==> config.mk <==
export PLATFORM = sky130hd
export DESIGN_NAME = framed_packet_receiver_top
export DESIGN_NICKNAME = d
export VERILOG_FILES = /design/src/sv/fpr_pkg.sv /design/src/sv/fpr_ctrl.sv /design/src/sv/fpr_datapath.sv /design/src/sv/framed_packet_receiver_top.sv
export SDC_FILE = /design/constraint.sdc
export NUM_CORES = 1
export LEC_CHECK = 0
export BUFFER_PORTS_ARGS = -buffer_cell sky130_fd_sc_hd__buf_2
export CORE_ASPECT_RATIO = 0.9
export CORE_MARGIN = 5
export CORE_UTILIZATION = 40
export CTS_BUF_LIST = sky130_fd_sc_hd__clkbuf_4 sky130_fd_sc_hd__clkbuf_8
export DETAILED_ROUTE_END_ITERATION = 10
export SLEW_MARGIN = 5
export SYNTH_ARGS = -nofsm -noshare
export SYNTH_HDL_FRONTEND = slang
export SYNTH_SLANG_ARGS = --single-unit
==> constraint.sdc <==
create_clock -name clock -period 4.9 [get_ports clock]
set_clock_uncertainty 0.2 [all_clocks]
set_input_delay 0.245 -clock clock [delete_from_list [all_inputs] [get_ports clock]]
set_output_delay 0.245 -clock clock [all_outputs]
set_load 0.05 [all_outputs]
==> src/sv/fpr_pkg.sv <==
// Shared types and constants for the framed packet receiver.
`default_nettype none

package fpr_pkg;

   localparam int BYTE_W     = 8;
   localparam int STATUS_W   = 3;
   localparam int IDX_W      = 6;
   localparam int HCNT_W     = 3;
   localparam int LEN_W      = 6;
   localparam int TICK_W     = 16;
   localparam int CSR_IDX_W  = 3;
   localparam int CSR_DATA_W = 16;

   localparam logic [BYTE_W-1:0] HDR_BYTE  = 8'h23;
   localparam logic [BYTE_W-1:0] MIN_FRAME = 8'd5;

   // result status codes
   localparam logic [STATUS_W-1:0] ST_PAYLOAD = 3'd0;
   localparam logic [STATUS_W-1:0] ST_LEN_ERR = 3'd1;
   localparam logic [STATUS_W-1:0] ST_TIMEOUT = 3'd2;
   localparam logic [STATUS_W-1:0] ST_CSUM    = 3'd3;
   localparam logic [STATUS_W-1:0] ST_NOADDR  = 3'd4;

   // register indexes
   localparam logic [CSR_IDX_W-1:0] REG_ENABLE  = 3'd0;
   localparam logic [CSR_IDX_W-1:0] REG_MY_ADDR = 3'd1;
   localparam logic [CSR_IDX_W-1:0] REG_MIN_LEN = 3'd2;
   localparam logic [CSR_IDX_W-1:0] REG_MAX_LEN = 3'd3;
   localparam logic [CSR_IDX_W-1:0] REG_TIMEOUT = 3'd4;

   // controller to datapath
   typedef struct packed {
      logic                hunt_clear;
      logic                hdr_step;
      logic                read_start;
      logic                tick;
      logic                len_load;
      logic                body_store;
      logic                drain_start;
      logic                drain_next;
      logic                rsp_load;
      logic [STATUS_W-1:0] rsp_code;
      logic                rsp_last;
   } fpr_cmd_type;

   // datapath to controller
   typedef struct packed {
      logic enable;
      logic op;
      logic header_done;
      logic first_byte;
      logic len_ok;
      logic at_checksum;
      logic sum_ok;
      logic addressed;
      logic timeout_hit;
      logic drain_last;
   } fpr_stat_type;

endpackage

`default_nettype wire

==> src/sv/fpr_ctrl.sv <==
// Frame receiver controller: phase sequencing, handshakes and drain control.
`default_nettype none

module fpr_ctrl (
   input  wire                   clock,
   input  wire                   reset,
   input  wire                   req_tvalid,
   output logic                  req_tready,
   output logic                  rsp_tvalid,
   input  wire                   rsp_tready,
   input  fpr_pkg::fpr_stat_type stat,
   output fpr_pkg::fpr_cmd_type  cmd
);
   import fpr_pkg::*;

   localparam logic [2:0] S_IDLE     = 3'd0;
   localparam logic [2:0] S_HUNT     = 3'd1;
   localparam logic [2:0] S_READ     = 3'd2;
   localparam logic [2:0] S_DRAIN_RD = 3'd3;
   localparam logic [2:0] S_DRAIN_WR = 3'd4;

   logic [2:0] state_ff, state_in;
   logic       rsp_valid_ff, rsp_valid_in;
   logic       out_free;
   logic       accept;

   assign out_free   = !rsp_valid_ff || rsp_tready;
   assign req_tready = out_free &&
                       (state_ff == S_IDLE || state_ff == S_HUNT || state_ff == S_READ);
   assign accept     = req_tvalid && req_tready;
   assign rsp_tvalid = rsp_valid_ff;

   // next state and commands
   always_comb begin
      state_in = state_ff;
      cmd      = '0;
      cmd.rsp_code = ST_PAYLOAD;
      case (state_ff)
         S_IDLE, S_HUNT, S_READ: begin
            if (accept) begin
               if (!stat.enable) begin
                  state_in       = S_IDLE;
                  cmd.hunt_clear = 1'b1;
               end else if (state_ff != S_READ) begin
                  // hunting for the header run; ticks are ignored
                  state_in = S_HUNT;
                  if (!stat.op) begin
                     cmd.hdr_step = 1'b1;
                     if (stat.header_done) begin
                        cmd.read_start = 1'b1;
                        state_in       = S_READ;
                     end
                  end
               end else if (stat.op) begin
                  cmd.tick = 1'b1;
                  if (stat.timeout_hit) begin
                     cmd.rsp_load   = 1'b1;
                     cmd.rsp_code   = ST_TIMEOUT;
                     cmd.rsp_last   = 1'b1;
                     cmd.hunt_clear = 1'b1;
                     state_in       = S_HUNT;
                  end
               end else if (stat.first_byte) begin
                  if (stat.len_ok) begin
                     cmd.len_load = 1'b1;
                  end else begin
                     cmd.rsp_load   = 1'b1;
                     cmd.rsp_code   = ST_LEN_ERR;
                     cmd.rsp_last   = 1'b1;
                     cmd.hunt_clear = 1'b1;
                     state_in       = S_HUNT;
                  end
               end else if (stat.at_checksum) begin
                  cmd.hunt_clear = 1'b1;
                  if (!stat.sum_ok) begin
                     cmd.rsp_load = 1'b1;
                     cmd.rsp_code = ST_CSUM;
                     cmd.rsp_last = 1'b1;
                     state_in     = S_HUNT;
                  end else if (!stat.addressed) begin
                     cmd.rsp_load = 1'b1;
                     cmd.rsp_code = ST_NOADDR;
                     cmd.rsp_last = 1'b1;
                     state_in     = S_HUNT;
                  end else begin
                     cmd.drain_start = 1'b1;
                     state_in        = S_DRAIN_RD;
                  end
               end else begin
                  cmd.body_store = 1'b1;
               end
            end
         end
         S_DRAIN_RD: begin
            // store read in flight
            state_in = S_DRAIN_WR;
         end
         S_DRAIN_WR: begin
            if (out_free) begin
               cmd.rsp_load = 1'b1;
               cmd.rsp_code = ST_PAYLOAD;
               cmd.rsp_last = stat.drain_last;
               if (stat.drain_last) begin
                  state_in = S_HUNT;
               end else begin
                  cmd.drain_next = 1'b1;
                  state_in       = S_DRAIN_RD;
               end
            end
         end
         default: begin
            state_in = S_IDLE;
         end
      endcase
   end

   // output beat valid
   always_comb begin
      rsp_valid_in = rsp_valid_ff;
      if (cmd.rsp_load) begin
         rsp_valid_in = 1'b1;
      end else if (rsp_tready) begin
         rsp_valid_in = 1'b0;
      end
   end

   always_ff @(posedge clock) begin
      if (reset) begin
         state_ff     <= S_IDLE;
         rsp_valid_ff <= 1'b0;
      end else begin
         state_ff     <= state_in;
         rsp_valid_ff <= rsp_valid_in;
      end
   end

endmodule

`default_nettype wire

==> src/sv/fpr_datapath.sv <==
// Frame receiver datapath: registers, counters, checks, payload store, result register.
`default_nettype none

module fpr_datapath #(
   parameter int MAX_FRAME_LEN = 32,
   parameter int HEADER_COUNT  = 5
) (
   input  wire                               clock,
   input  wire                               reset,
   input  wire                               csr_we,
   input  wire  [fpr_pkg::CSR_IDX_W-1:0]     csr_index,
   input  wire  [fpr_pkg::CSR_DATA_W-1:0]    csr_wdata,
   input  wire  [fpr_pkg::BYTE_W-1:0]        rx_byte,
   input  wire                               op,
   input  fpr_pkg::fpr_cmd_type              cmd,
   output fpr_pkg::fpr_stat_type             stat,
   output logic [fpr_pkg::STATUS_W-1:0]      rsp_status,
   output logic [fpr_pkg::BYTE_W-1:0]        rsp_payload,
   output logic [fpr_pkg::BYTE_W-1:0]        rsp_source,
   output logic                              rsp_last
);
   import fpr_pkg::*;

   localparam int AW = $clog2(MAX_FRAME_LEN);
   localparam logic [BYTE_W-1:0] MAX_LEN_LIM = BYTE_W'(MAX_FRAME_LEN);
   localparam logic [HCNT_W-1:0] HDR_RUN     = HCNT_W'(HEADER_COUNT);

   // configuration
   logic              enable_ff;
   logic [BYTE_W-1:0] my_addr_ff;
   logic [LEN_W-1:0]  min_len_ff;
   logic [LEN_W-1:0]  max_len_ff;
   logic [TICK_W-1:0] timeout_ff;

   // frame state
   logic [HCNT_W-1:0] hcount_ff, hcount_in;
   logic [IDX_W-1:0]  bidx_ff, bidx_in;
   logic [LEN_W-1:0]  flen_ff;
   logic [BYTE_W-1:0] sum_ff;
   logic [TICK_W-1:0] elapsed_ff, elapsed_in;
   logic [BYTE_W-1:0] sender_ff;
   logic              addressed_ff;
   logic [AW-1:0]     drain_idx_ff;

   logic [BYTE_W-1:0] store_mem [MAX_FRAME_LEN];
   logic [BYTE_W-1:0] store_q_ff;

   logic [BYTE_W-1:0] lo_lim, hi_lim;
   logic [HCNT_W-1:0] hcount_inc;
   logic [IDX_W-1:0]  store_wa;
   logic [LEN_W-1:0]  last_pos;

   always_ff @(posedge clock) begin
      if (reset) begin
         enable_ff  <= 1'b0;
         my_addr_ff <= '0;
         min_len_ff <= LEN_W'(5);
         max_len_ff <= LEN_W'(32);
         timeout_ff <= TICK_W'(1000);
      end else if (csr_we) begin
         case (csr_index)
            REG_ENABLE:  enable_ff  <= csr_wdata[0];
            REG_MY_ADDR: my_addr_ff <= csr_wdata[BYTE_W-1:0];
            REG_MIN_LEN: min_len_ff <= csr_wdata[LEN_W-1:0];
            REG_MAX_LEN: max_len_ff <= csr_wdata[LEN_W-1:0];
            REG_TIMEOUT: timeout_ff <= csr_wdata[TICK_W-1:0];
            default: ;
         endcase
      end
   end

   // effective length limits
   always_comb begin
      lo_lim = {2'b00, min_len_ff};
      if (lo_lim < MIN_FRAME) lo_lim = MIN_FRAME;
      hi_lim = {2'b00, max_len_ff};
      if (hi_lim > MAX_LEN_LIM) hi_lim = MAX_LEN_LIM;
   end

   assign hcount_inc = (rx_byte == HDR_BYTE) ? hcount_ff + HCNT_W'(1) : '0;
   assign elapsed_in = (elapsed_ff == '1) ? elapsed_ff : elapsed_ff + TICK_W'(1);
   assign store_wa   = bidx_ff - IDX_W'(3);
   assign last_pos   = flen_ff - LEN_W'(5);

   assign stat.enable      = enable_ff;
   assign stat.op          = op;
   assign stat.header_done = (hcount_inc == HDR_RUN);
   assign stat.first_byte  = (bidx_ff == '0);
   assign stat.len_ok      = (rx_byte >= lo_lim) && (rx_byte <= hi_lim);
   assign stat.at_checksum = ({1'b0, bidx_ff} + 7'd1) >= {1'b0, flen_ff};
   assign stat.sum_ok      = (rx_byte == sum_ff);
   assign stat.addressed   = addressed_ff;
   assign stat.timeout_hit = (elapsed_in >= timeout_ff);
   assign stat.drain_last  = (drain_idx_ff == last_pos[AW-1:0]);

   // header count and byte index
   always_comb begin
      hcount_in = hcount_ff;
      bidx_in   = bidx_ff;
      if (cmd.hunt_clear) begin
         hcount_in = '0;
         bidx_in   = '0;
      end
      if (cmd.hdr_step) hcount_in = hcount_inc;
      if (cmd.read_start) begin
         hcount_in = '0;
         bidx_in   = '0;
      end
      if (cmd.len_load)   bidx_in = IDX_W'(1);
      if (cmd.body_store) bidx_in = bidx_ff + IDX_W'(1);
   end

   always_ff @(posedge clock) begin
      if (reset) begin
         hcount_ff    <= '0;
         bidx_ff      <= '0;
         flen_ff      <= '0;
         sum_ff       <= '0;
         elapsed_ff   <= '0;
         sender_ff    <= '0;
         addressed_ff <= 1'b0;
         drain_idx_ff <= '0;
      end else begin
         hcount_ff <= hcount_in;
         bidx_ff   <= bidx_in;
         if (cmd.read_start) begin
            elapsed_ff <= '0;
            sum_ff     <= '0;
         end
         if (cmd.tick) elapsed_ff <= elapsed_in;
         if (cmd.len_load) begin
            flen_ff <= rx_byte[LEN_W-1:0];
            sum_ff  <= rx_byte;
         end
         if (cmd.body_store) begin
            sum_ff <= sum_ff + rx_byte;
            if (bidx_ff == IDX_W'(1)) sender_ff <= rx_byte;
            if (bidx_ff == IDX_W'(2)) addressed_ff <= (rx_byte == my_addr_ff);
         end
         if (cmd.drain_start) drain_idx_ff <= '0;
         if (cmd.drain_next)  drain_idx_ff <= drain_idx_ff + AW'(1);
      end
   end

   // payload store: written on body bytes, read at the drain index
   always_ff @(posedge clock) begin
      if (cmd.body_store && bidx_ff > IDX_W'(2)) begin
         store_mem[store_wa[AW-1:0]] <= rx_byte;
      end
      store_q_ff <= store_mem[drain_idx_ff];
   end

   // result register
   always_ff @(posedge clock) begin
      if (cmd.rsp_load) begin
         rsp_status  <= cmd.rsp_code;
         rsp_last    <= cmd.rsp_last;
         rsp_payload <= (cmd.rsp_code == ST_PAYLOAD) ? store_q_ff : '0;
         rsp_source  <= (cmd.rsp_code == ST_LEN_ERR || cmd.rsp_code == ST_TIMEOUT) ?
                        '0 : sender_ff;
      end
   end

endmodule

`default_nettype wire

==> src/sv/framed_packet_receiver_top.sv <==
// Top level of the framed packet receiver: controller, datapath and checks.
// Results: a status result is registered in the cycle its byte or tick is taken and
//   is offered on the next cycle; each payload result needs a store read first.
// Throughput: one input beat per cycle while the result register is free; a good
//   addressed frame blocks input while its L-4 payload entries are read from the
//   store, one entry per result over the single read port.
// Reset: synchronous, active high; state and CSRs return to defaults, block idles.
`default_nettype none

module framed_packet_receiver_top #(
   parameter int MAX_FRAME_LEN = 32,
   parameter int HEADER_COUNT  = 5
) (
   input  wire         clock,
   input  wire         reset,
   input  wire         req_tvalid,
   output logic        req_tready,
   input  wire  [7:0]  req_tdata,   // rx_byte
   input  wire         req_tuser,   // op
   output logic        rsp_tvalid,
   input  wire         rsp_tready,
   output logic [15:0] rsp_tdata,   // payload_byte, source_address
   output logic [2:0]  rsp_tuser,   // status
   output logic        rsp_tlast,   // last
   input  wire         csr_we,
   input  wire  [2:0]  csr_index,
   input  wire  [15:0] csr_wdata
);
   import fpr_pkg::*;

   fpr_cmd_type       cmd;
   fpr_stat_type      stat;
   logic [BYTE_W-1:0] rsp_payload;
   logic [BYTE_W-1:0] rsp_source;

   fpr_ctrl u_ctrl (
      .clock      (clock),
      .reset      (reset),
      .req_tvalid (req_tvalid),
      .req_tready (req_tready),
      .rsp_tvalid (rsp_tvalid),
      .rsp_tready (rsp_tready),
      .stat       (stat),
      .cmd        (cmd)
   );

   fpr_datapath #(
      .MAX_FRAME_LEN (MAX_FRAME_LEN),
      .HEADER_COUNT  (HEADER_COUNT)
   ) u_datapath (
      .clock       (clock),
      .reset       (reset),
      .csr_we      (csr_we),
      .csr_index   (csr_index),
      .csr_wdata   (csr_wdata),
      .rx_byte     (req_tdata),
      .op          (req_tuser),
      .cmd         (cmd),
      .stat        (stat),
      .rsp_status  (rsp_tuser),
      .rsp_payload (rsp_payload),
      .rsp_source  (rsp_source),
      .rsp_last    (rsp_tlast)
   );

   assign rsp_tdata = {rsp_source, rsp_payload};

   // single result register: no input beat while a result is stalled
   a_no_accept_on_stall: assert property (@(posedge clock) disable iff (reset)
      rsp_tvalid && !rsp_tready |-> !req_tready)
      else $error("input taken while result stalled");

   // a status result is a run of one with no payload byte
   a_status_last: assert property (@(posedge clock) disable iff (reset)
      rsp_tvalid && rsp_tuser != ST_PAYLOAD |-> rsp_tlast && rsp_tdata[7:0] == 8'd0)
      else $error("status result malformed");

   // length and timeout results carry no sender
   a_err_no_source: assert property (@(posedge clock) disable iff (reset)
      rsp_tvalid && (rsp_tuser == ST_LEN_ERR || rsp_tuser == ST_TIMEOUT)
      |-> rsp_tdata[15:8] == 8'd0)
      else $error("source on length or timeout result");

endmodule

`default_nettype wire
Word level (Yosys, flattened, before mapping) --
Memory sizes are Yosys's and may differ from the RTL's. A register that Yosys moved wholly into a read port is not among the register bits. Cells that the tools add are included.
Storage, ports and cells: register bits after elaboration 114, memory bits (writable) 256, output and inout port bits 22, logic and storage cells 161, memories 1, input port bits 33
Cells by class: $add $sub $neg 8, multiplexer cells 73, reductions and logical operators 29, magnitude comparators 7, eq/ne operators 24
Memory list:
- u_datapath.store_mem | depth 32, bits a word 8, read ports 1, clocked after memory_dff 1, write ports 1, RTL line fpr_datapath.sv:45 | logic [BYTE_W-1:0] store_mem [MAX_FRAME_LEN];
Operators with widths (count):
- 2-to-1 mux 5 bit | 12
- 2-to-1 mux 16 bit | 3
- 2-to-1 mux 6 bit | 8
- 2-to-1 mux 3 bit | 13
- 2-to-1 mux 8 bit | 3
- 2-to-1 mux 1 bit | 21
- adder 16 x 1 -> 16 bit, second input constant | 1
- == test 16 bit, second input constant | 1
- == test 8 bit | 2
- greater-or-equal comparator 16 bit | 1
- 2-to-1 mux 2 bit | 8
- == test 3 x 2 -> 1 bit, second input constant | 5
- 2-to-1 mux 7 bit | 2
- AND reduction 2 bit | 7
- inequality test 6 bit, second input constant | 2
- case mux 5 bit (2 select lines) | 1
- == test 3 x 1 -> 1 bit, second input constant | 3
- == test 3 bit, second input constant | 3
- logical NOT 3 bit | 3
- case mux 3 bit (3 select lines) | 1
- adder 8 bit | 1
- == test 8 x 6 -> 1 bit, second input constant | 1
- greater-or-equal comparator 8 x 6 -> 1 bit | 1
- less-or-equal comparator 8 x 6 -> 1 bit | 1
- 27 further kinds | 37

Depth between registers and ports, before layout --
Gate-level depths: netlist of the first run.
depth in word-level cells 15, depth in mapped cells 17, mapped depth without buffers 15

Modules after synthesis --
From an unflattened synthesis of the first run, not the netlist that was laid out.
Unflattened totals: cell total of the unflattened synthesis 1333, area total of the unflattened synthesis 17028.8 um^2
Modules (own cells, without submodules):
- fpr_datapath | cells an instance 1263, seq. area each 10249.8 um^2, times used 1, area each 16514.6 um^2
- fpr_ctrl | cells an instance 70, seq. area each 80.1 um^2, times used 1, area each 514.2 um^2

Worst setup path before layout of the first run --
No wires, ideal clock.
kind reg2reg, start point register u_datapath.elapsed_ff[4], end point register u_datapath.rsp_last, enable pin, cell stages (with the launch flop) 18, slack 0.800 ns, clock period less this slack 4.100 ns, required time 4.323 ns, buffers on the path 3, setup time 0.377 ns, data arrival time 3.523 ns, path through dfxtp_1 clkbuf_1 nand3_1 nor3_2 nand3_1 and4_1 clkbuf_1 nand3_1 xnor2_1 ha_1 nand2_1 o21ai_0 a21oi_1 o21ai_1 and3_4 nand2_1 buf_2 nand2_1
RTL lines:
- start, declared | RTL line fpr_datapath.sv:40 | logic [TICK_W-1:0] elapsed_ff, elapsed_in;
- start signal, assigned | RTL line fpr_datapath.sv:130 | if (cmd.tick) elapsed_ff <= elapsed_in;
- end signal, assigned | RTL line fpr_datapath.sv:157 | rsp_last <= cmd.rsp_last;
- end, declared | RTL line fpr_datapath.sv:20 | output logic rsp_last

Final worst setup path of the first run --
start point register u_datapath.bidx_ff[0], end point memory u_datapath.store_mem[4][4], enable pin
Between the ends: longest elaborated chain between the ends 12, elaborated cells between the ends (all ways) 15, classes of those cells 2 x add/sub; 2 x order compare; 9 x mux; 2 x reduce/logical
RTL lines:
- start, declared | RTL line fpr_datapath.sv:37 | logic [IDX_W-1:0] bidx_ff, bidx_in;
- start signal, assigned | RTL line fpr_datapath.sv:125 | bidx_ff <= bidx_in;
- adder 6 x 1 -> 7 bit | RTL line fpr_datapath.sv:90 | assign stat.at_checksum = ({1'b0, bidx_ff} + 7'd1) >= {1'b0, flen_ff};
- greater-or-equal comparator 7 x 6 -> 1 bit | RTL line fpr_datapath.sv:90
- 2-to-1 mux 1 bit | RTL line fpr_ctrl.sv:73 | end else if (stat.at_checksum) begin
- 2-to-1 mux 2 bit | RTL line fpr_ctrl.sv:63 | end else if (stat.first_byte) begin
- 2-to-1 mux 3 bit | RTL line fpr_ctrl.sv:54 | end else if (stat.op) begin
- 2-to-1 mux 4 bit | RTL line fpr_ctrl.sv:44 | end else if (state_ff != S_READ) begin
- 2-to-1 mux 6 bit | RTL line fpr_ctrl.sv:41 | if (!stat.enable) begin
- 2-to-1 mux 7 bit | RTL line fpr_ctrl.sv:40 | if (accept) begin
- 2-to-1 mux 7 bit | RTL line fpr_ctrl.sv:38 | case (state_ff)
- logical AND 1 bit | RTL line fpr_datapath.sv:147 | if (cmd.body_store && bidx_ff > IDX_W'(2)) begin
- 2-to-1 mux 1 bit | RTL line fpr_datapath.sv:147
- 2-to-1 mux 1 bit (implied by the code) | RTL line fpr_datapath.sv:148 | store_mem[store_wa[AW-1:0]] <= rx_byte;
- end, declared | RTL line fpr_datapath.sv:45
Parallel ways exist; a longest one is shown, timed or not.

==> impl_metrics.env, run 1 <==
export IMPL_grt_max_degree=80
export IMPL_cp_data_arrival_time_ns=4.57
export IMPL_synth_common_cells="edfxtp_1 (276), nand2_1 (141), dfxtp_1 (102)"
export IMPL_vias_per_cell=5.30
export IMPL_synth_seq_cells=378
export IMPL_remaining_drc_errors=0
export IMPL_root_buffer="clkbuf_8"
export IMPL_slew_viol_final=0
export IMPL_slowest_delay_ns=0.47
export IMPL_synth_ff_type="edfxtp_1"
export IMPL_vias=10400
export IMPL_initial_core_util_pct=40.2
export IMPL_dpl_hpwl_um=26300
export IMPL_htreeDepth=2
export IMPL_grt_pass1_vias=10600
export IMPL_die_x_um=225
export IMPL_clkPwrFrac_pct=43.0
export IMPL_crit_chain="inv_1 > nor2_1 > nand2_1 > o21a_1 > or2_2 > ha_1 > nor2b_1 > a41oi_1 > and3b_1 > and2_1 > nand2_1 > nor2_1 > buf_4"
export IMPL_die_h_um=204
export IMPL_layout_drive_gt1_share_pct=22.1
export IMPL_p_per_area_nw_per_um2=327
export IMPL_swShare_pct=21.3
export IMPL_yosysWarnings=0
export IMPL_dieArea_um2=45900
export IMPL_critPathKind="flop to flop"
export IMPL_port_buffers=54
export IMPL_grt_total_usage_pct=17.6
export IMPL_setup_viol_count_final=0
export IMPL_nNetsFinal=1455
export IMPL_synth_edf_count=276
export IMPL_max_slew_margin_pct=30.3
export IMPL_clock_latency_ns=0.66
export IMPL_p_leak_nw=6.70
export IMPL_drtIter0Drc=558
export IMPL_max_freq_mhz=226
export IMPL_diodes=0
export IMPL_rsz0062_at_grt="false"
export IMPL_status="completed"
export IMPL_cts_tree="done"
export IMPL_grt_overflow_total=0
export IMPL_start_kind="flop"
export IMPL_end_kind="flop"
export IMPL_syn_to_final_growth_pct=16.4
export IMPL_ys_types=71
export IMPL_p_comb_share_pct=2.9
export IMPL_syn_avg_cell_area_um2=13.7
export IMPL_finalHoldViolCount=0
export IMPL_critical_path_top_delay_family="simple AND/OR/NAND/NOR gates"
export IMPL_grt_pass1_wl_um=62300
export IMPL_core_um2=41500
export IMPL_seq_power_share_pct=54.2
export IMPL_max_cap_viol_count=0
export IMPL_io_pins=55
export IMPL_ir_drop_mv=0.184
export IMPL_power_switching_mw=1.35
export IMPL_final_setup_tns_ns=0
export IMPL_wire_per_inst_um=20.5
export IMPL_ys_async_sr_fraction_pct=0
export IMPL_finalWirelength_um=40200
export IMPL_cts_path_max_buffers=3
export IMPL_min_path_type="primary input to flop"
export IMPL_crit_path_max_fanout=9
export IMPL_seq_area_frac_synth_pct=61.9
export IMPL_clk_pin_slew_ns=0.06
export IMPL_fin_crit_sh_pct=90.3
export IMPL_place_gp_congestion=0.866
export IMPL_syn_inst=1217
export IMPL_yosysMostFrequentCell="edfxtp_1"
export IMPL_crit_buf_inv=2
export IMPL_ant_nets=0
export IMPL_cts_buffers_inserted=61
export IMPL_fin_crit_ns=4.43
export IMPL_worstPathRequired_ns=5.05
export IMPL_synth_area_leaders="edfxtp_1 (50%), dfxtp_1 (12%), mux4_2 (11%)"
export IMPL_dr_pass1_iters=7
export IMPL_internal_power_mw=5.00
export IMPL_synth_top_area_cell="edfxtp_1"
export IMPL_antenna_found_initial=2
export IMPL_synthesis_nets=1304
export IMPL_yosys_area_top_type_share_pct=49.7
export IMPL_cts_num_sinks=378
export IMPL_tightest_slew_ns=1.05
export IMPL_fin_util_pct=46.8
export IMPL_slowest_stage="dfxtp_1"
export IMPL_num_rows=71
export IMPL_syn_cell_area_um2=16700
-- logic make-up (layout without fill, tap and decap cells) --
kind of cell	after synthesis	after routing	share of synthesized area [%]
AOI/OAI and AO/OA	163	163	6.07
xor gates and xnor gates	36	36	1.89
adders and majority gates	54	54	4.09
buffers and inverters	93	292	2.16
DFF	378	378	61.9
muxes	114	114	12.9
and+or+nand+nor	379	379	11.0
-- final cells by class --
type | count | area (µm²)
Fill cell | 3631 | 22100
Sequential cell | 378 | 10300
Multi-Input combinational cell | 746 | 6000
Timing Repair Buffer | 141 | 1020
Clock buffer | 84 | 1020
Tap cell | 547 | 684
Clock inverter | 27 | 211
Inverter | 40 | 150
-- registers in the layout, summed over array words and instances, names as in the netlist --
signal and cells:
u_datapath.store_mem 256, u_datapath.elapsed_ff 16, u_datapath.timeout_ff 16, u_datapath.my_addr_ff 8, u_datapath.rsp_payload 8, u_datapath.rsp_source 8, u_datapath.sender_ff 8, u_datapath.store_q_ff 8
u_datapath.sum_ff 8, u_datapath.bidx_ff 6, u_datapath.flen_ff 6, u_datapath.max_len_ff 6, u_datapath.min_len_ff 6, u_datapath.drain_idx_ff 5, u_ctrl.state_ff 3, u_datapath.hcount_ff 3
u_datapath.rsp_status 3, u_ctrl.rsp_tvalid 1, u_datapath.addressed_ff 1, u_datapath.enable_ff 1, u_datapath.rsp_last 1
-- final timing paths --
path / start / endpoint / slack (ns) / cells after the start
setup / recovery: u_datapath.bidx_ff[0] / u_datapath.store_mem[4][4] / 0.47 / 13
hold / removal: req_tdata[2] / u_datapath.store_mem[19][2] / 0.07 / 2
setup reg to reg: u_datapath.bidx_ff[0] / u_datapath.store_mem[4][4] / 0.47 / 13
hold reg to reg: u_datapath.sum_ff[6] / u_datapath.sum_ff[6] / 0.26 / 2
-- cell usage in the layout (no fill, tap or decap), types with 13 or more instances in the layout --
cell type      count
a21oi_1           69
and2_1            25
o21ai_0           21
edfxtp_1         276
mux4_2            80
buf_4             47
dlygate4sd3_1     40
xnor2_1           27
clkinv_1          13
ha_1              53
nor3_1            14
clkbuf_8          62
nand2_1          141
nand3_1           35
nand2b_1          13
nor2_1            89
buf_2             54
a31oi_1           17
clkbuf_4          22
mux2i_1           23
dfxtp_1          100
inv_1             40
-- metrics by stage --
step	setup WS, ns	instances	total power, mW	cell area [µm²]	hold slack, ns
after detailed placement	0.385	1812	3.66	17800	0.249
after floorplan	0.800	1217	3.57	16700	0.144
after global routing	0.108	1963	6.60	19400	0.0337
final	0.475	1963	6.35	19400	0.0718
after CTS	0.397	1963	6.43	19400	0.0133
after global placement	0.599	1812	3.66	17800	0.243
-- per-layer routing --
metal	routed length [µm]	track usage, %	share of wire, %	vias up
met5	13	0	0.032	-
met4	761	4.56	1.9	2
met3	1720	3.58	4.3	60
met2	19900	29.5	50	207
met1	17700	23.7	44	5235
li1	-	-	-	4908
-- power by group through the flow --
stage | sequential (mW) | combinational [mW] | clock (mW)
2_1_floorplan | 3.50 | 0.0683 | 0
3_3_place_gp | 3.50 | 0.157 | 0
3_5_place_dp | 3.50 | 0.161 | 0
4_1_cts | 3.44 | 0.183 | 2.81
5_1_grt | 3.43 | 0.200 | 2.97
6_report | 3.44 | 0.181 | 2.73
-- timing repair --
action	4_1_cts	5_1_grt
endpoints found under the hold margin	97	0
hold buffers	40	0
buffers inserted	0	0
resized for setup	0	2
setup endpoints to repair	0	16
Note: power is estimated with default switching activity, not from simulation.
==> run 2: changes to the inputs <==
--- a/config.mk
+++ b/config.mk
@@ -5,6 +5,7 @@
 export SDC_FILE = /design/constraint.sdc
 export NUM_CORES = 1
 export LEC_CHECK = 0
+export ABC_AREA = 1
 export BUFFER_PORTS_ARGS = -buffer_cell sky130_fd_sc_hd__buf_2
 export CORE_ASPECT_RATIO = 0.9
 export CORE_MARGIN = 5
==> run 2 against run 1 <==
  * Maximum frequency increased by 0.21%
  * Critical path type unchanged
  * Highest routed layer is now met4
  * Clock power up 7%
  * Largest power group unchanged
  * Routed wire length up 14%
  * Register-to-register slack about the same
  * Setup slack improved by 0.0092 ns
  * Cell count increased by 19%
==> impl_metrics.env, run 2 <==
export IMPL_finalWirelength_um=45800
export IMPL_synthesis_nets=1725
export IMPL_syn_inst=1638
export IMPL_tightest_slew_ns=1.12
export IMPL_slew_viol_final=0
export IMPL_crit_chain="ha_1 > xor2_1 > ha_1 > a21oi_1 > nand3_1 > nand2_1 > nand3_1 > nor2_1 > nand2_4 > nor2_8 > nand2_1 > nor2_1"
export IMPL_start_kind="flop"
export IMPL_grt_pass1_vias=12300
export IMPL_ys_types=44
export IMPL_antenna_found_initial=1
export IMPL_yosysWarnings=0
export IMPL_initial_core_util_pct=40.4
export IMPL_die_h_um=205
export IMPL_dieArea_um2=46300
export IMPL_postCtsSetupRepairBufs=0
export IMPL_yosysMostFrequentCell="edfxtp_1"
export IMPL_nNetsFinal=1824
export IMPL_nFillCells=3852
export IMPL_die_x_um=226
export IMPL_final_setup_tns_ns=0
export IMPL_startpoint="u_datapath.bidx_ff[0]"
export IMPL_grt_total_usage_pct=19.6
export IMPL_io_pins=55
export IMPL_syn_to_final_growth_pct=14.8
export IMPL_ys_async_sr_fraction_pct=0
export IMPL_clk_pin_slew_ns=0.06
export IMPL_fin_crit_sh_pct=90.1
export IMPL_cts_buffers_inserted=60
export IMPL_end_kind="flop"
export IMPL_min_path_type="primary input to flop"
export IMPL_grt_overflow_total=0
export IMPL_p_leak_nw=7.17
export IMPL_yosys_area_top_type_share_pct=49.3
export IMPL_seq_area_frac_synth_pct=61.4
export IMPL_rr_startpoint="u_datapath.bidx_ff[0]"
export IMPL_grt_max_degree=85
export IMPL_crit_path_max_fanout=12
export IMPL_dpl_hpwl_um=29500
export IMPL_status="completed"
export IMPL_port_buffers=54
export IMPL_drtIter0Drc=1211
export IMPL_slowest_stage="nor2_1"
export IMPL_place_gp_congestion=0.892
export IMPL_synth_top_area_cell="edfxtp_1"
export IMPL_pre_cts_slack_ns=0.541
export IMPL_slowest_delay_ns=0.79
export IMPL_remaining_drc_errors=0
export IMPL_core_um2=41700
export IMPL_vias_per_cell=5.41
export IMPL_vias=12600
export IMPL_cts_path_max_buffers=3
export IMPL_final_common_cell="edfxtp_1"
export IMPL_synth_seq_cells=378
export IMPL_max_freq_mhz=226
export IMPL_p_per_area_nw_per_um2=344
export IMPL_cp_data_arrival_time_ns=4.50
export IMPL_wire_per_inst_um=19.6
export IMPL_cts_resized=0
export IMPL_root_buffer="clkbuf_8"
export IMPL_final_cell_mix="edfxtp_1 (276), nor2_1 (268), o21ai_0 (192)"
export IMPL_max_slew_margin_pct=25.1
export IMPL_fin_crit_ns=4.42
export IMPL_syn_cell_area_um2=16800
export IMPL_ant_nets=0
export IMPL_htreeDepth=2
export IMPL_setup_viol_count_final=0
export IMPL_num_rows=71
export IMPL_synth_edf_count=276
export IMPL_cts_num_sinks=378
export IMPL_synth_ff_type="edfxtp_1"
export IMPL_dr_pass1_iters=6
export IMPL_rsz0062_at_grt="false"
export IMPL_cts_tree="done"
export IMPL_syn_avg_cell_area_um2=10.3
export IMPL_layout_drive_gt1_share_pct=11.4
export IMPL_synth_area_leaders="edfxtp_1 (49%), dfxtp_1 (12%), nor2_1 (6.0%)"
export IMPL_critPathKind="flop to flop"
export IMPL_largest_reg_flops=256
export IMPL_clock_latency_ns=0.66
export IMPL_finalHoldViolCount=0
export IMPL_max_cap_viol_count=0
export IMPL_hold_start="req_tdata[0]"
export IMPL_synth_common_cells="edfxtp_1 (276), nor2_1 (268), o21ai_0 (192)"
export IMPL_worstPathRequired_ns=4.99
export IMPL_grt_pass1_wl_um=70800
export IMPL_ir_drop_mv=0.218
export IMPL_worst_slack_ns=0.484
## run 2: cell type report
| cell class | instances | area, µm² | area share, % |
|---|---|---|---|
| sequential | 378 | 10300 | 53.5 |
| multi-input combinational | 1047 | 5670 | 29.3 |
| clock buffer | 88 | 1110 | 5.75 |
| timing repair buffer | 109 | 776 | 4.02 |
| tap | 547 | 684 | 3.54 |
| inverter | 141 | 541 | 2.80 |
| clock inverter | 24 | 201 | 1.04 |
| antenna | 1 | 2.50 | 0.0130 |
## run 2: metal layers
layer  up-vias  track usage (%)  routed length, µm
li1       5970                -                  -
met1      6100             27.4              20100
met2       472             31.5              21400
met3        88             3.12               2980
met4         0             6.44               1240
met5         -                0                  0
## run 2: kinds of logic (layout without fill, tap and decap cells)
family / Yosys count / count (layout) / synth area share [%]
compound gates: 387 / 387 / 13.3
xor+xnor: 37 / 37 / 1.93
fa+ha+maj: 54 / 54 / 4.06
buf+inv: 213 / 362 / 4.94
flops: 378 / 378 / 61.4
other cells: 0 / 1 / 0
simple gates: 569 / 569 / 14.4
## run 2: stage by stage
stage	util, %	power, mW	instance area (µm²)	hold slack [ns]	instances
detailed placement	42.3	3.79	17600	0.258	2185
finish	46.4	6.65	19300	0.0876	2335
global route	46.4	6.87	19300	0.0949	2335
CTS	46.4	6.70	19300	0.0559	2334
global placement	42.3	3.79	17600	0.255	2185
floorplan	-	3.66	16800	0.144	1638
## run 2: final timing paths
check        slack (ns)                          to  depth (start not counted)
max                0.48  u_datapath.store_mem[7][4]                         12
min                0.09     u_datapath.addressed_ff                          5
max reg2reg        0.48  u_datapath.store_mem[7][4]                         12
min reg2reg        0.27   u_datapath.timeout_ff[12]                          2
## run 2: what timing repair did
item	CTS	global route
hold endpoints to repair	93	0
hold buffers	37	0
setup endpoints to repair	0	0
## run 2: worst max-delay path: cells and delay by family (launching register included)
family	cells	cell delay, ns
simple gates	8	2.11
fa+ha+maj	2	0.62
xor+xnor	1	0.50
flops	1	0.49
compound gates	1	0.14
## run 2: power by group
group | switching (mW) | leakage (nW) | internal [mW] | total (mW)
Combinational | 0.202 | 3.16 | 0.0843 | 0.286
Clock | 1.29 | 0.696 | 1.62 | 2.91
Sequential | 0.0143 | 3.31 | 3.44 | 3.46
==> run 3: changes to the inputs <==
--- a/config.mk
+++ b/config.mk
@@ -7,11 +7,15 @@
 export LEC_CHECK = 0
 export ABC_AREA = 1
 export BUFFER_PORTS_ARGS = -buffer_cell sky130_fd_sc_hd__buf_2
+export CELL_PAD_IN_SITES_DETAIL_PLACEMENT = 1
+export CELL_PAD_IN_SITES_GLOBAL_PLACEMENT = 2
 export CORE_ASPECT_RATIO = 0.9
 export CORE_MARGIN = 5
 export CORE_UTILIZATION = 40
 export CTS_BUF_LIST = sky130_fd_sc_hd__clkbuf_4 sky130_fd_sc_hd__clkbuf_8
 export DETAILED_ROUTE_END_ITERATION = 10
+export HOLD_SLACK_MARGIN = 0.08
+export PLACE_DENSITY_LB_ADDON = 0.1
 export SLEW_MARGIN = 5
 export SYNTH_ARGS = -nofsm -noshare
 export SYNTH_HDL_FRONTEND = slang
==> run 3 against run 2 <==
  * Sequential share of layout area down 0.26 points
  * Cell count up 0.51%
  * Hold slack better by 0.11 ns
  * Non-clock buffer count up 3
  * Count of clock-buffer cells in the layout up 7
  * Core utilization up 0.23 points
  * Total power up 1.6%
  * Via count down 1.3%
  * Largest cell class unchanged
  * Highest routed layer unchanged
==> impl_metrics.env, run 3 (same netlist as run 2, synthesis figures left out) <==
export IMPL_cts_buffers_inserted=67
export IMPL_ant_nets=0
export IMPL_start_kind="flop"
export IMPL_pre_cts_slack_ns=0.798
export IMPL_grt_max_degree=134
export IMPL_max_cap_viol_count=0
export IMPL_cts_tree="done"
export IMPL_end_kind="flop"
export IMPL_place_gp_congestion=0.852
export IMPL_final_cell_mix="edfxtp_1 (276), nor2_1 (268), o21ai_0 (192)"
export IMPL_post_place_cells=2188
export IMPL_startpoint="u_datapath.bidx_ff[0]"
export IMPL_nNetsFinal=1834
export IMPL_fin_crit_ns=4.15
export IMPL_diodes=0
export IMPL_drtIter0Drc=885
export IMPL_dpl_hpwl_um=33700
export IMPL_worstPathRequired_ns=4.95
export IMPL_htreeDepth=3
export IMPL_die_h_um=205
export IMPL_crit_path_max_fanout=12
export IMPL_die_x_um=226
export IMPL_layout_drive_gt1_share_pct=12.3
export IMPL_io_pins=55
export IMPL_clk_pin_slew_ns=0.06
export IMPL_fin_crit_sh_pct=84.6
export IMPL_finalHoldViolCount=0
export IMPL_setup_viol_count_final=0
export IMPL_post_layout_nonfiller_instances=2347
export IMPL_r2r_cells=16
export IMPL_final_common_cell="edfxtp_1"
export IMPL_grt_pass1_vias=13000
export IMPL_final_setup_tns_ns=0
export IMPL_ir_drop_mv=0.258
export IMPL_grt_overflow_total=0
export IMPL_rr_endpoint="u_datapath.store_mem[2][2]"
export IMPL_crit_end="u_datapath.store_mem[2][2]"
export IMPL_slew_viol_final=0
export IMPL_p_per_area_nw_per_um2=348
export IMPL_dieArea_um2=46300
export IMPL_remaining_drc_errors=0
export IMPL_max_slew_margin_pct=21.4
export IMPL_critPathKind="flop to flop"
export IMPL_cts_num_sinks=378
export IMPL_grt_pass1_wl_um=78900
export IMPL_wire_per_inst_um=22.0
export IMPL_min_path_type="primary input to flop"
export IMPL_antenna_found_initial=0
export IMPL_cp_data_arrival_time_ns=4.20
export IMPL_status="completed"
export IMPL_nFillCells=4635
export IMPL_largest_reg_flops=256
export IMPL_syn_to_final_growth_pct=15.4
export IMPL_num_rows=71
export IMPL_vias_per_cell=5.31
export IMPL_tightest_slew_ns=1.18
export IMPL_grt_total_usage_pct=22.5
export IMPL_worst_slack_ns=0.752
export IMPL_postCtsSetupRepairBufs=0
export IMPL_rsz0062_at_grt="false"
export IMPL_rr_startpoint="u_datapath.bidx_ff[0]"
export IMPL_p_leak_nw=7.22
export IMPL_finalWirelength_um=51600
export IMPL_core_um2=41700
export IMPL_vias=12500
export IMPL_max_freq_mhz=241
export IMPL_r2r_slack_ns=0.75
export IMPL_root_buffer="clkbuf_8"
export IMPL_dr_pass1_iters=5
export IMPL_clock_latency_ns=0.63
export IMPL_initial_core_util_pct=40.4
export IMPL_cts_path_max_buffers=3
export IMPL_hold_start="csr_wdata[9]"
export IMPL_port_buffers=54
-- run 3: cell types whose count changed in the layout (fill, tap and decap cells not counted), moves of 2 or more --
cell / before / now
clkinv_2: 8 / 15
clkinv_1: 14 / 10
clkbuf_4: 16 / 20
clkbuf_8: 72 / 75
buf_4: 18 / 20
-- run 3: worst min path at each step --
| stage | to | slack (ns) | depth (start not counted) |
|---|---|---|---|
| 2_1_floorplan | u_datapath.store_mem[0][0] | 0.14 | 0 |
| 3_5_place_dp | u_datapath.flen_ff[1] | 0.25 | 2 |
| 4_1_cts | u_datapath.timeout_ff[8] | 0.14 | 4 |
| 5_1_grt | u_datapath.timeout_ff[8] | 0.20 | 4 |
| 3_3_place_gp | u_datapath.flen_ff[1] | 0.25 | 2 |
| 6_report | u_datapath.timeout_ff[9] | 0.20 | 4 |
-- run 3: layout make-up --
class / instances / area, µm² / area share [%]
clock buffers: 95 / 1180 / 6.09
clock inverters: 27 / 191 / 0.986
inverters: 141 / 541 / 2.78
multi-input cells: 1047 / 5670 / 29.2
flip-flops and latches: 378 / 10300 / 53.2
well taps: 547 / 684 / 3.53
repair buffers: 112 / 811 / 4.18
-- run 3: critical path, stage by stage, from the launching register on --
cell and delay, ns:
dfxtp_1 0.47, ha_1 0.26, nand3_1 0.11, xor2_1 0.16, inv_1 0.08, ha_1 0.30, nand2_1 0.06, nand2_1 0.04
nand2_1 0.05, nand2_1 0.04, nor2_1 0.12, nand3_1 0.13, nor2_1 0.23, nand2_4 0.20, nor2_8 0.14, nand2_1 0.46
nor2_1 0.72
-- run 3: repair_timing --
| item | in CTS | in global routing |
|---|---|---|
| hold buffers | 37 | 0 |
| setup endpoints to repair | 0 | 0 |
| resized for setup | 0 | 0 |
| endpoints found under the hold margin | 86 | 0 |
-- run 3: per-layer routing --
layer	share of wire, %	track usage [%]	up-vias	wire length, µm
met2	48	36.9	262	24600
met3	4.3	4.66	87	2220
li1	-	-	5986	-
met1	46	30.5	6132	23500
met4	2.5	6.34	0	1280
met5	0	0	-	0
-- run 3: power by group --
group | switching, mW | internal, mW
Combinational | 0.216 | 0.0850
Clock | 1.33 | 1.68
Sequential | 0.0116 | 3.44
-- run 3: metrics by stage --
step                power (mW)  cell area (µm²)  hold WS [ns]  utilization (%)
finish                    6.76            19400         0.201             46.6
global route              7.04            19400         0.197             46.6
CTS                       6.84            19400         0.142             46.6
detailed placement        3.81            17700         0.254             42.4
global placement          3.80            17700         0.250             42.4
floorplan                 3.66            16800         0.144                -
